===== src/sv/assert_macros.svh =====
// Assertion helpers for clk / arst_n based checks.
`ifndef ASSERT_MACROS_SVH
`define ASSERT_MACROS_SVH

// Same-cycle implication.
`define ASSERT_IMPL(label, ante, cons) \
	label: assert property (@(posedge clk) disable iff (!arst_n) (ante) |-> (cons)) \
		else $error("assertion failed: same-cycle implication");

// Next-cycle implication.
`define ASSERT_NEXT(label, ante, cons) \
	label: assert property (@(posedge clk) disable iff (!arst_n) (ante) |=> (cons)) \
		else $error("assertion failed: next-cycle implication");

`endif


===== src/sv/mag_pkg.sv =====
package mag_pkg;

	localparam int PAGE_SHIFT = 12;
	localparam longint CAP_CEILING = 262144;

	localparam int KIND_W     = 3;
	localparam int AMT_W      = 36;
	localparam int BYTES_IN_W = 48;
	localparam int REFUSAL_W  = 3;
	localparam int COUNT_W    = 41;
	localparam int AGE_W      = 16;
	localparam int PLIM_W     = 19;
	localparam int CFG_IDX_W  = 2;
	localparam int CFG_DATA_W = 19;

	localparam int SHIFTED_W = AMT_W + PAGE_SHIFT;
	localparam int CMP_W     = (SHIFTED_W > BYTES_IN_W) ? SHIFTED_W : BYTES_IN_W;
	localparam int BRK_W     = BYTES_IN_W + 8;

	localparam logic [BRK_W-1:0] ENGAGE_MUL  = BRK_W'(10);
	localparam logic [BRK_W-1:0] RELEASE_MUL = BRK_W'(100);
	localparam logic [BRK_W-1:0] RELEASE_PCT = BRK_W'(15);

	localparam logic [AGE_W-1:0] STALE_RESET = AGE_W'(2000);

	typedef enum logic [KIND_W-1:0] {
		KIND_STATUS    = 3'd0,
		KIND_TICK      = 3'd1,
		KIND_RESERVE   = 3'd2,
		KIND_UNRESERVE = 3'd3,
		KIND_CHARGE    = 3'd4
	} kind_t;

	typedef enum logic [REFUSAL_W-1:0] {
		REF_NONE     = 3'd0,
		REF_OVERSIZE = 3'd1,
		REF_STALE    = 3'd2,
		REF_BRAKE    = 3'd3,
		REF_LEDGER   = 3'd4
	} refusal_t;

	typedef enum logic [CFG_IDX_W-1:0] {
		CFG_PAGE_LIMIT   = 2'd0,
		CFG_STALE_WINDOW = 2'd1
	} cfg_idx_t;

	function automatic logic [COUNT_W-1:0] sat_count(input logic [COUNT_W:0] v);
		logic [COUNT_W-1:0] r;
		if (v[COUNT_W] != v[COUNT_W-1])
			r = v[COUNT_W] ? {1'b1, {(COUNT_W-1){1'b0}}} : {1'b0, {(COUNT_W-1){1'b1}}};
		else
			r = v[COUNT_W-1:0];
		return r;
	endfunction

endpackage


===== src/sv/memory_admission_governor_top.sv =====
// Memory admission governor: takes one request per clock unless item_stall is high
// (status update, millisecond tick, reserve, unreserve or charge) and returns exactly
// one result per request, through the input register, where all decisions and account
// updates happen, and then the result register. A stalled result holds the input
// register, which then stalls the request side. While a finished result waits, one new
// request can still be taken if the input register is empty. Configuration writes
// (page_limit at index 0, stale_window_ms at index 1) are always ready and take effect
// on the next request; write them only while no request is in flight.
`include "assert_macros.svh"

module memory_admission_governor_top (
	input  logic                              clk,
	input  logic                              arst_n,

	input  logic                              item_valid,
	output logic                              item_stall,
	input  logic [mag_pkg::KIND_W-1:0]        kind,
	input  logic [mag_pkg::AMT_W-1:0]         page_amount,
	input  logic [mag_pkg::BYTES_IN_W-1:0]    mem_limit,
	input  logic [mag_pkg::BYTES_IN_W-1:0]    headroom,
	input  logic                              crit_pressure,

	output logic                              result_valid,
	input  logic                              result_stall,
	output logic                              granted,
	output logic [mag_pkg::REFUSAL_W-1:0]     refusal,
	output logic                              brake_on,
	output logic                              brake_changed,
	output logic                              footprint_on,
	output logic                              feed_stale,
	output logic signed [mag_pkg::COUNT_W-1:0] pages_in_use,
	output logic [mag_pkg::AMT_W-1:0]         credit_left,
	output logic                              negative_seen,

	input  logic                              cfg_valid,
	output logic                              cfg_ready,
	input  logic [mag_pkg::CFG_IDX_W-1:0]     cfg_index,
	input  logic [mag_pkg::CFG_DATA_W-1:0]    cfg_data
);
	import mag_pkg::*;

	logic                  valid_s1;
	logic [KIND_W-1:0]     kind_s1;
	logic [AMT_W-1:0]      pages_s1;
	logic [BYTES_IN_W-1:0] limit_s1;
	logic [BYTES_IN_W-1:0] avail_s1;
	logic                  crit_s1;

	logic                  brake_q;
	logic                  feed_seen_q;
	logic [BYTES_IN_W-1:0] feed_limit_q;
	logic [AGE_W-1:0]      feed_age_q;
	logic [COUNT_W-1:0]    count_q;
	logic [AMT_W-1:0]      credit_q;
	logic                  clamp_q;
	logic [PLIM_W-1:0]     page_limit_q;
	logic [AGE_W-1:0]      stale_window_q;

	logic                  nxt_brake;
	logic                  nxt_seen;
	logic [BYTES_IN_W-1:0] nxt_limit;
	logic [AGE_W-1:0]      nxt_age;
	logic [COUNT_W-1:0]    nxt_count;
	logic [AMT_W-1:0]      nxt_credit;
	logic                  nxt_clamp;
	logic                  granted_c;
	logic [REFUSAL_W-1:0]  refusal_c;
	logic                  changed_c;

	logic                  adv;
	logic                  step;
	logic                  item_acc;

	logic [BRK_W-1:0]      lim_w;
	logic [BRK_W-1:0]      avail_w;
	logic                  engage;
	logic                  hold_brake;
	logic [CMP_W-1:0]      bytes_ext;
	logic [CMP_W-1:0]      feed_lim_ext;
	logic                  stale_now;
	logic [COUNT_W:0]      count_ext;
	logic [COUNT_W:0]      pages_ext;
	logic [COUNT_W:0]      add_sum;
	logic [COUNT_W:0]      sub_sum;
	logic [COUNT_W-1:0]    ledger_base;
	logic [COUNT_W:0]      ledger_sum;
	logic [COUNT_W:0]      cap_ext;
	logic [AMT_W-1:0]      uncovered;
	logic [COUNT_W:0]      charge_sum;
	logic [PLIM_W-1:0]     cfg_limit;

	assign adv        = !result_valid || !result_stall;
	assign item_stall = valid_s1 && !adv;
	assign item_acc   = item_valid && !item_stall;
	assign step       = valid_s1 && adv;
	assign cfg_ready  = 1'b1;

	// input register
	always_ff @(posedge clk or negedge arst_n) begin
		if (!arst_n) begin
			valid_s1 <= 1'b0;
		end else if (item_acc) begin
			valid_s1 <= 1'b1;
		end else if (adv) begin
			valid_s1 <= 1'b0;
		end
	end

	always_ff @(posedge clk) begin
		if (item_acc) begin
			kind_s1  <= kind;
			pages_s1 <= page_amount;
			limit_s1 <= mem_limit;
			avail_s1 <= headroom;
			crit_s1  <= crit_pressure;
		end
	end

	assign lim_w      = BRK_W'(limit_s1);
	assign avail_w    = BRK_W'(avail_s1);
	assign engage     = crit_s1 || ((avail_w * ENGAGE_MUL) < lim_w);
	assign hold_brake = brake_q && ((avail_w * RELEASE_MUL) < (lim_w * RELEASE_PCT));

	assign bytes_ext    = CMP_W'({pages_s1, {PAGE_SHIFT{1'b0}}});
	assign feed_lim_ext = CMP_W'(feed_limit_q);
	assign stale_now    = feed_age_q > stale_window_q;

	assign count_ext   = {count_q[COUNT_W-1], count_q};
	assign pages_ext   = {{(COUNT_W+1-AMT_W){1'b0}}, pages_s1};
	assign add_sum     = count_ext + pages_ext;
	assign sub_sum     = count_ext - pages_ext;
	assign ledger_base = count_q[COUNT_W-1] ? '0 : count_q;
	assign ledger_sum  = {1'b0, ledger_base} + pages_ext;
	assign cap_ext     = {{(COUNT_W+1-PLIM_W){1'b0}}, page_limit_q};
	assign uncovered   = pages_s1 - credit_q;
	assign charge_sum  = count_ext + {{(COUNT_W+1-AMT_W){1'b0}}, uncovered};

	always_comb begin
		nxt_brake  = brake_q;
		nxt_seen   = feed_seen_q;
		nxt_limit  = feed_limit_q;
		nxt_age    = feed_age_q;
		nxt_count  = count_q;
		nxt_credit = credit_q;
		nxt_clamp  = clamp_q;
		granted_c  = 1'b0;
		refusal_c  = REF_NONE;
		changed_c  = 1'b0;
		case (kind_s1)
			KIND_STATUS: begin
				if (limit_s1 != '0) begin
					nxt_brake = engage || hold_brake;
					changed_c = nxt_brake != brake_q;
					nxt_limit = limit_s1;
					nxt_age   = '0;
					nxt_seen  = 1'b1;
				end
			end
			KIND_TICK: begin
				if (feed_age_q != '1)
					nxt_age = feed_age_q + 1'b1;
			end
			KIND_RESERVE: begin
				if (feed_seen_q) begin
					if (feed_limit_q != '0 && bytes_ext > feed_lim_ext) begin
						refusal_c = REF_OVERSIZE;
					end else if (stale_now) begin
						refusal_c = REF_STALE;
					end else if (brake_q) begin
						refusal_c = REF_BRAKE;
					end else begin
						nxt_count  = sat_count(add_sum);
						nxt_credit = pages_s1;
						granted_c  = 1'b1;
					end
				end else begin
					// clamp a negative count before the cap check, even if refused
					nxt_count = ledger_base;
					if (count_q[COUNT_W-1])
						nxt_clamp = 1'b1;
					if (ledger_sum > cap_ext) begin
						refusal_c = REF_LEDGER;
					end else begin
						nxt_count  = sat_count(ledger_sum);
						nxt_credit = pages_s1;
						granted_c  = 1'b1;
					end
				end
			end
			KIND_UNRESERVE: begin
				nxt_count = sat_count(sub_sum);
			end
			KIND_CHARGE: begin
				nxt_credit = '0;
				if (credit_q < pages_s1)
					nxt_count = sat_count(charge_sum);
			end
			default: begin
			end
		endcase
	end

	always_ff @(posedge clk or negedge arst_n) begin
		if (!arst_n) begin
			brake_q      <= 1'b0;
			feed_seen_q  <= 1'b0;
			feed_limit_q <= '0;
			feed_age_q   <= '0;
			count_q      <= '0;
			credit_q     <= '0;
			clamp_q      <= 1'b0;
		end else if (step) begin
			brake_q      <= nxt_brake;
			feed_seen_q  <= nxt_seen;
			feed_limit_q <= nxt_limit;
			feed_age_q   <= nxt_age;
			count_q      <= nxt_count;
			credit_q     <= nxt_credit;
			clamp_q      <= nxt_clamp;
		end
	end

	// configuration registers
	assign cfg_limit = (64'(cfg_data[PLIM_W-1:0]) > 64'(CAP_CEILING)) ?
		PLIM_W'(CAP_CEILING) : cfg_data[PLIM_W-1:0];

	always_ff @(posedge clk or negedge arst_n) begin
		if (!arst_n) begin
			page_limit_q   <= PLIM_W'(CAP_CEILING);
			stale_window_q <= STALE_RESET;
		end else if (cfg_valid && cfg_ready) begin
			case (cfg_index)
				CFG_PAGE_LIMIT: begin
					if (cfg_data[PLIM_W-1:0] != '0)
						page_limit_q <= cfg_limit;
				end
				CFG_STALE_WINDOW: begin
					stale_window_q <= cfg_data[AGE_W-1:0];
				end
				default: begin
				end
			endcase
		end
	end

	// result register
	always_ff @(posedge clk or negedge arst_n) begin
		if (!arst_n) begin
			result_valid <= 1'b0;
		end else if (adv) begin
			result_valid <= valid_s1;
		end
	end

	always_ff @(posedge clk) begin
		if (step) begin
			granted       <= granted_c;
			refusal       <= refusal_c;
			brake_on      <= nxt_brake;
			brake_changed <= changed_c;
			footprint_on  <= nxt_seen;
			feed_stale    <= nxt_seen && (nxt_age > stale_window_q);
			pages_in_use  <= nxt_count;
			credit_left   <= nxt_credit;
			negative_seen <= nxt_clamp;
		end
	end

	`ASSERT_IMPL(a_grant_no_refusal, result_valid && granted, refusal == REF_NONE)
	`ASSERT_IMPL(a_stale_needs_feed, result_valid && feed_stale, footprint_on)
	`ASSERT_NEXT(a_footprint_sticky, result_valid && footprint_on, !result_valid || footprint_on)

endmodule


===== config.mk =====
export PLATFORM = sky130hd
export DESIGN_NAME = memory_admission_governor_top
export DESIGN_NICKNAME = d
export VERILOG_FILES = /design/src/sv/mag_pkg.sv /design/src/sv/memory_admission_governor_top.sv
export VERILOG_INCLUDE_DIRS = /design/src /design/src/sv
export SDC_FILE = /design/constraint.sdc
export NUM_CORES = 2
export LEC_CHECK = 0
export BUFFER_PORTS_ARGS = -buffer_cell sky130_fd_sc_hd__buf_2
export CORE_ASPECT_RATIO = 0.8
export CORE_MARGIN = 3
export CORE_UTILIZATION = 40
export DETAILED_ROUTE_END_ITERATION = 7
export PLACE_DENSITY = 0.57
export SYNTH_ARGS = -nofsm -noshare
export SYNTH_HDL_FRONTEND = slang
export SYNTH_SLANG_ARGS = --single-unit

===== constraint.sdc =====
create_clock -name clk -period 17.88 [get_ports clk]
set_input_delay 3.576 -clock clk [delete_from_list [all_inputs] [get_ports clk]]
set_output_delay 3.576 -clock clk [all_outputs]
set_load 0.1 [all_outputs]

-- Word level (Yosys, flattened, before mapping)
Index checks and enable logic that the tools add are counted.
- $add $sub $neg: 6
- multiplexer cells: 45
- order comparisons: 8
- equal/unequal tests: 11
- multiply operators: 3
- reduce and logical (&&, ||, !) cells: 23
- operators with widths (cell ; count):
    41-bit two-way mux ; 14
    36-bit two-way mux ; 5
    41-bit one-hot mux with 3 select lines ; 1
    48-bit nonzero test ; 2
    41-bit by 37-bit adder with 42-bit output ; 2
    36-bit one-hot mux with 2 select lines ; 1
    55-bit by 52-bit less-than comparator with 1-bit output ; 1
    48-bit by 5-bit multiplier with 53-bit output (second input constant) ; 1
    52-bit by 48-bit less-than comparator with 1-bit output ; 1
    48-bit by 4-bit multiplier with 52-bit output (second input constant) ; 1
    48-bit by 3-bit multiplier with 51-bit output (second input constant) ; 1
    48-bit > comparator ; 1
    41-bit by 37-bit subtractor with 42-bit output ; 1
    40-bit by 36-bit adder with 41-bit output ; 1
    41-bit by 19-bit > comparator with 1-bit output ; 1
    40-bit two-way mux ; 1
    36-bit less-than comparator ; 1
    36-bit subtractor ; 1
    16-bit > comparator ; 2
    16-bit two-way mux ; 2
    16-bit one-hot mux with 2 select lines ; 1
    19-bit > comparator (second input constant) ; 1
    19-bit two-way mux ; 1
    19-bit nonzero test ; 1
    other kinds (19) ; 51
- input bits: 162
- logic and storage cells: 121
- bits in registers: 403

-- Depth between registers and ports, before layout
- depth after elaboration: 8
- gate-level depth with buffers: 32
- depth with buffers taken out: 32

-- Worst setup path after synthesis
Ideal clock, no wire load.
- path type: input-to-output
- start: input port result_stall
- end: output port item_stall
- stages: 2
- arrival time: 4303 ps
- buffers on the path: 0
- slack: 10001 ps
- cells stage by stage: nand3_1 -> inv_1
- word-level cells in the longest chain between the ends: 4
- ends and longest elaborated chain (what ; line ; RTL):
    start: declaration ; memory_admission_governor_top.sv:24 ; input logic result_stall,
    1-bit zero test ; memory_admission_governor_top.sv:92 ; assign adv = !result_valid || !result_stall;
    1-bit logical OR ; memory_admission_governor_top.sv:92 ;
    1-bit zero test ; memory_admission_governor_top.sv:93 ; assign item_stall = valid_s1 && !adv;
    1-bit logical AND ; memory_admission_governor_top.sv:93 ;
    end: declaration ; memory_admission_governor_top.sv:16 ; output logic item_stall,
No other way between the ends.

-- Worst setup path after layout
- start: register count_q[40]
- end: register credit_q[21]
- word-level cells in the longest chain between the ends: 6
- ends and longest elaborated chain (what ; line ; RTL):
    start: declaration ; memory_admission_governor_top.sv:53 ; logic [COUNT_W-1:0] count_q;
    start signal: assignment ; memory_admission_governor_top.sv:217 ; count_q <= nxt_count;
    40-bit two-way mux ; memory_admission_governor_top.sv:132 ; assign ledger_base = count_q[COUNT_W-1] ? '0 : count_q;
    40-bit by 36-bit adder with 41-bit output ; memory_admission_governor_top.sv:133 ; assign ledger_sum = {1'b0, ledger_base} + pages_ext;
    41-bit by 19-bit > comparator with 1-bit output ; memory_admission_governor_top.sv:181 ; if (ledger_sum > cap_ext) begin
    36-bit two-way mux ; memory_admission_governor_top.sv:181 ;
    36-bit two-way mux ; memory_admission_governor_top.sv:164 ; if (feed_seen_q) begin
    36-bit one-hot mux with 2 select lines ; memory_admission_governor_top.sv:149 ; case (kind_s1)
    end signal: assignment ; memory_admission_governor_top.sv:218 ; credit_q <= nxt_credit;
    end: declaration ; memory_admission_governor_top.sv:54 ; logic [AMT_W-1:0] credit_q;
No other way between the ends.
A chain may end at the register's enable or synchronous reset.

==> results_dict.tcl <==
set metrics [dict create \
    n_fill_cell 11070 \
    placed_area_sq_um 48300 \
    drt_iter0_markers 3994 \
    numCtsBuffers 49 \
    die_area_sq_um 117200 \
    htree_levels 2 \
    synth_seq_cells 403 \
    synth_edf_count 222 \
    rsz0062_at_grt "false" \
    drtAntennaViolNets 0 \
    grt_pass1_wl_microns 240100 \
    tightest_slew_ns 1.366 \
    postCtsResizedCells 0 \
    start_util_pct 40.64 \
    start_kind "flop" \
    diodes 0 \
    globalplace.congestion 0.9974 \
    fin_crit_ns 8.770 \
    syn_area_sq_um 45220 \
    synthTopCellsByArea "ha_1, edfxtp_1, dfrtp_1" \
    avgViaCountPerCell 5.824 \
    synthTopCellsByCount "ha_1, inv_1, a21oi_1, nand2_1, o21ai_0" \
    endpoint_kind "flop" \
    clock_sink_count 403 \
    ys.flop_type "edfxtp_1" \
    antenna_found_initial 6 \
    post_cts_buffers 0 \
    finalHoldViolations 0 \
    grt_usage_pct 26.49 \
    synth_top_area_share_pct 18.92 \
    final.setup.worst_slack_ns 9.110 \
    hold_path_startpoint "valid_s1" \
    dieWidth_microns 381.9 \
    clk_path_buf_depth 3 \
    reg2reg_from "count_q[40]" \
    wl_per_cell_microns 23.09 \
    cts.clk_slew.worst_paths_ns 0.07 \
    critPathRequiredTime_ns 18.44 \
    yosys.area.top_type "ha_1" \
    ctsHoldBuffers 0 \
    syn_to_final_growth_pct 10.65 \
    cellLeakagePower_nw 23.48 \
    pre_cts_slack_ns 9.512 \
    core_area_sq_um 111300 \
    peakVddDrop_mv 0.08640 \
    vias 40260 \
    hold_path_class "flop to flop" \
    period_share_pct 49.05 \
    cap_violations 0 \
    dp_hpwl_microns 127900 \
    p_per_area_nw_per_um2 148.0 \
    syn_nets 6141 \
    ys_seq_area_share_pct 24.78 \
    top_level_ports 251 \
    finalSetupViolations 0 \
    grt_max_degree 88 \
    cts_root_buffer "clkbuf_16" \
    critPathArrivalTime_ns 9.33 \
    path_max_fanout 47 \
    status "completed" \
    nets 6362 \
    port_buffers 249 \
    fmax_mhz 114.0 \
    drt_pass1_iterations 6 \
    insertion_delay_ns 0.65 \
    synth_cell_types 101 \
    synth_cells 5153 \
    async_flop_share_pct 44.91 \
    grt_pass1_vias 38750 \
    tns_ns 0 \
    finalInstanceArea_sq_um 50040 \
    slew_viol_final 0 \
    drcViolationCount 0 \
    crit_start "count_q[40]" \
    synth_most_common_cell "ha_1" \
    die_y_microns 306.7 \
    critPathKind "flop to flop" \
    syn_area_per_cell_sq_um 8.776 \
    grt_overflow 0 \
    routed_wl_microns 159600 \
    row_count 109 \
    cts_tree "done" \
    yosysWarnings 0 \
    finalClockSkew_ns 0.03866 \
    max_slew_margin_pct 6.563 \
    drive_gt1_share_pct 9.548 \
]
sequential cells by signal, summed over array words and instances (netlist names), 3 cells and up:
name / cells
credit_q: 36
page_limit_q: 19
pages_s1: 36
feed_age_q: 16
kind_s1: 3
refusal: 3
credit_left: 36
stale_window_q: 16
feed_lim_ext: 48
count_q: 41
pages_in_use: 41
limit_s1: 48
avail_s1: 48
stage by stage:
stage | instances | total power (W) | utilization (%) | hold slack, ns
3_5_place_dp | 6821 | 0.006184 | 43.40 | 0.4691
3_3_place_gp | 6821 | 0.006165 | 43.40 | 0.4651
6_report | 6913 | 0.007405 | 44.96 | 0.4782
4_1_cts | 6913 | 0.007320 | 44.96 | 0.4797
2_1_floorplan | 5153 | 0.004827 | - | 0.4498
5_1_grt | 6913 | 0.007938 | 44.96 | 0.4972
kinds of logic (layout without fill, tap and decap cells):
group / count (synthesis) / count (layout) / share of synthesized area [%]
AOI/OAI and AO/OA: 1657 / 1657 / 24.13
and+or+nand+nor: 1180 / 1180 / 12.94
adders and majority gates: 826 / 826 / 25.21
buffers and inverters: 764 / 1026 / 6.483
DFF: 403 / 403 / 24.78
xor gates and xnor gates: 279 / 279 / 5.404
muxes: 43 / 43 / 1.054
other: 1 / 1 / 0.008292
per-layer routing:
| layer | GRT usage (%) | part of all wire [%] | wire length, microns |
|---|---|---|---|
| met5 | 0 | 0.0081 | 13 |
| met2 | 40.77 | 43 | 69000 |
| met4 | 7.620 | 3.0 | 4754 |
| met1 | 37.90 | 46 | 72940 |
| met3 | 4.876 | 8.1 | 12890 |
worst paths after layout:
kind                                 end  slack (ns)  depth (start not counted)
hold / removal              result_valid        0.48                          1
setup reg to reg            credit_q[21]        9.11                         22
setup / recovery            credit_q[21]        9.11                         22
hold reg to reg             result_valid        0.48                          1
min in group asynchronous  feed_age_q[6]        2.90                          1
max in group asynchronous   credit_q[22]       12.75                          3
placed cells by master, fill, tap and decap left out, types with 60 or more instances in the layout:
cell      netlist  layout
ha_1          684     684
nor2_1        274     273
nor3_1         73      72
a21oi_1       459     457
nand2_1       327     327
fa_1          142     142
xnor2_1       183     183
a21o_1        210     210
dfrtp_1       174     173
buf_4           2      62
nor2b_1        68      68
nand4_1        87      87
o21ai_0       319     319
a22o_1         78      78
inv_1         621     620
xor2_1         96      96
edfxtp_1      222     222
o21a_1         60      60
o21bai_1       65      65
buf_2          21     248
nand3_1        92      92
power by group:
group / leakage, nW / internal (W) / switching (W) / total [W]
registers: 4.42 / 0.00116 / 0.000228 / 0.00139
clock network: 0.858 / 0.000639 / 0.000453 / 0.00109
logic: 18.2 / 0.00182 / 0.00311 / 0.00492
total: 23.5 / 0.00362 / 0.00379 / 0.00740
area by class of cell:
class | instances | area [sq um] | area share, %
Clock buffer | 66 | 1425 | 2.848
Timing Repair Buffer | 311 | 1720 | 3.438
Multi-Input combinational cell | 3986 | 31160 | 62.27
Sequential cell | 403 | 11210 | 22.39
Clock inverter | 26 | 314.1 | 0.6276
Tap cell | 1498 | 1874 | 3.746
Inverter | 623 | 2341 | 4.679
worst max-delay path, cell delays in order, from the launching register on:
cell      delay (ns)
dfrtp_2         0.47
buf_4           0.48
nor2b_1         0.13
ha_1            0.37
o21a_1          0.21
o21ai_0         0.18
a21oi_1         0.12
a221o_1         0.40
o21bai_1        0.19
and2_1          0.16
xor2_1          0.58
inv_1           0.24
ha_1            0.37
a211o_1         0.30
a221oi_1        0.19
a21boi_0        0.25
nand4b_1        0.30
or4_1           0.54
nor4_1          0.38
and4b_1         0.29
nand4_1         0.88
a21oi_4         1.31
a22o_1          0.29
Power figures use the tool's default switching activity.
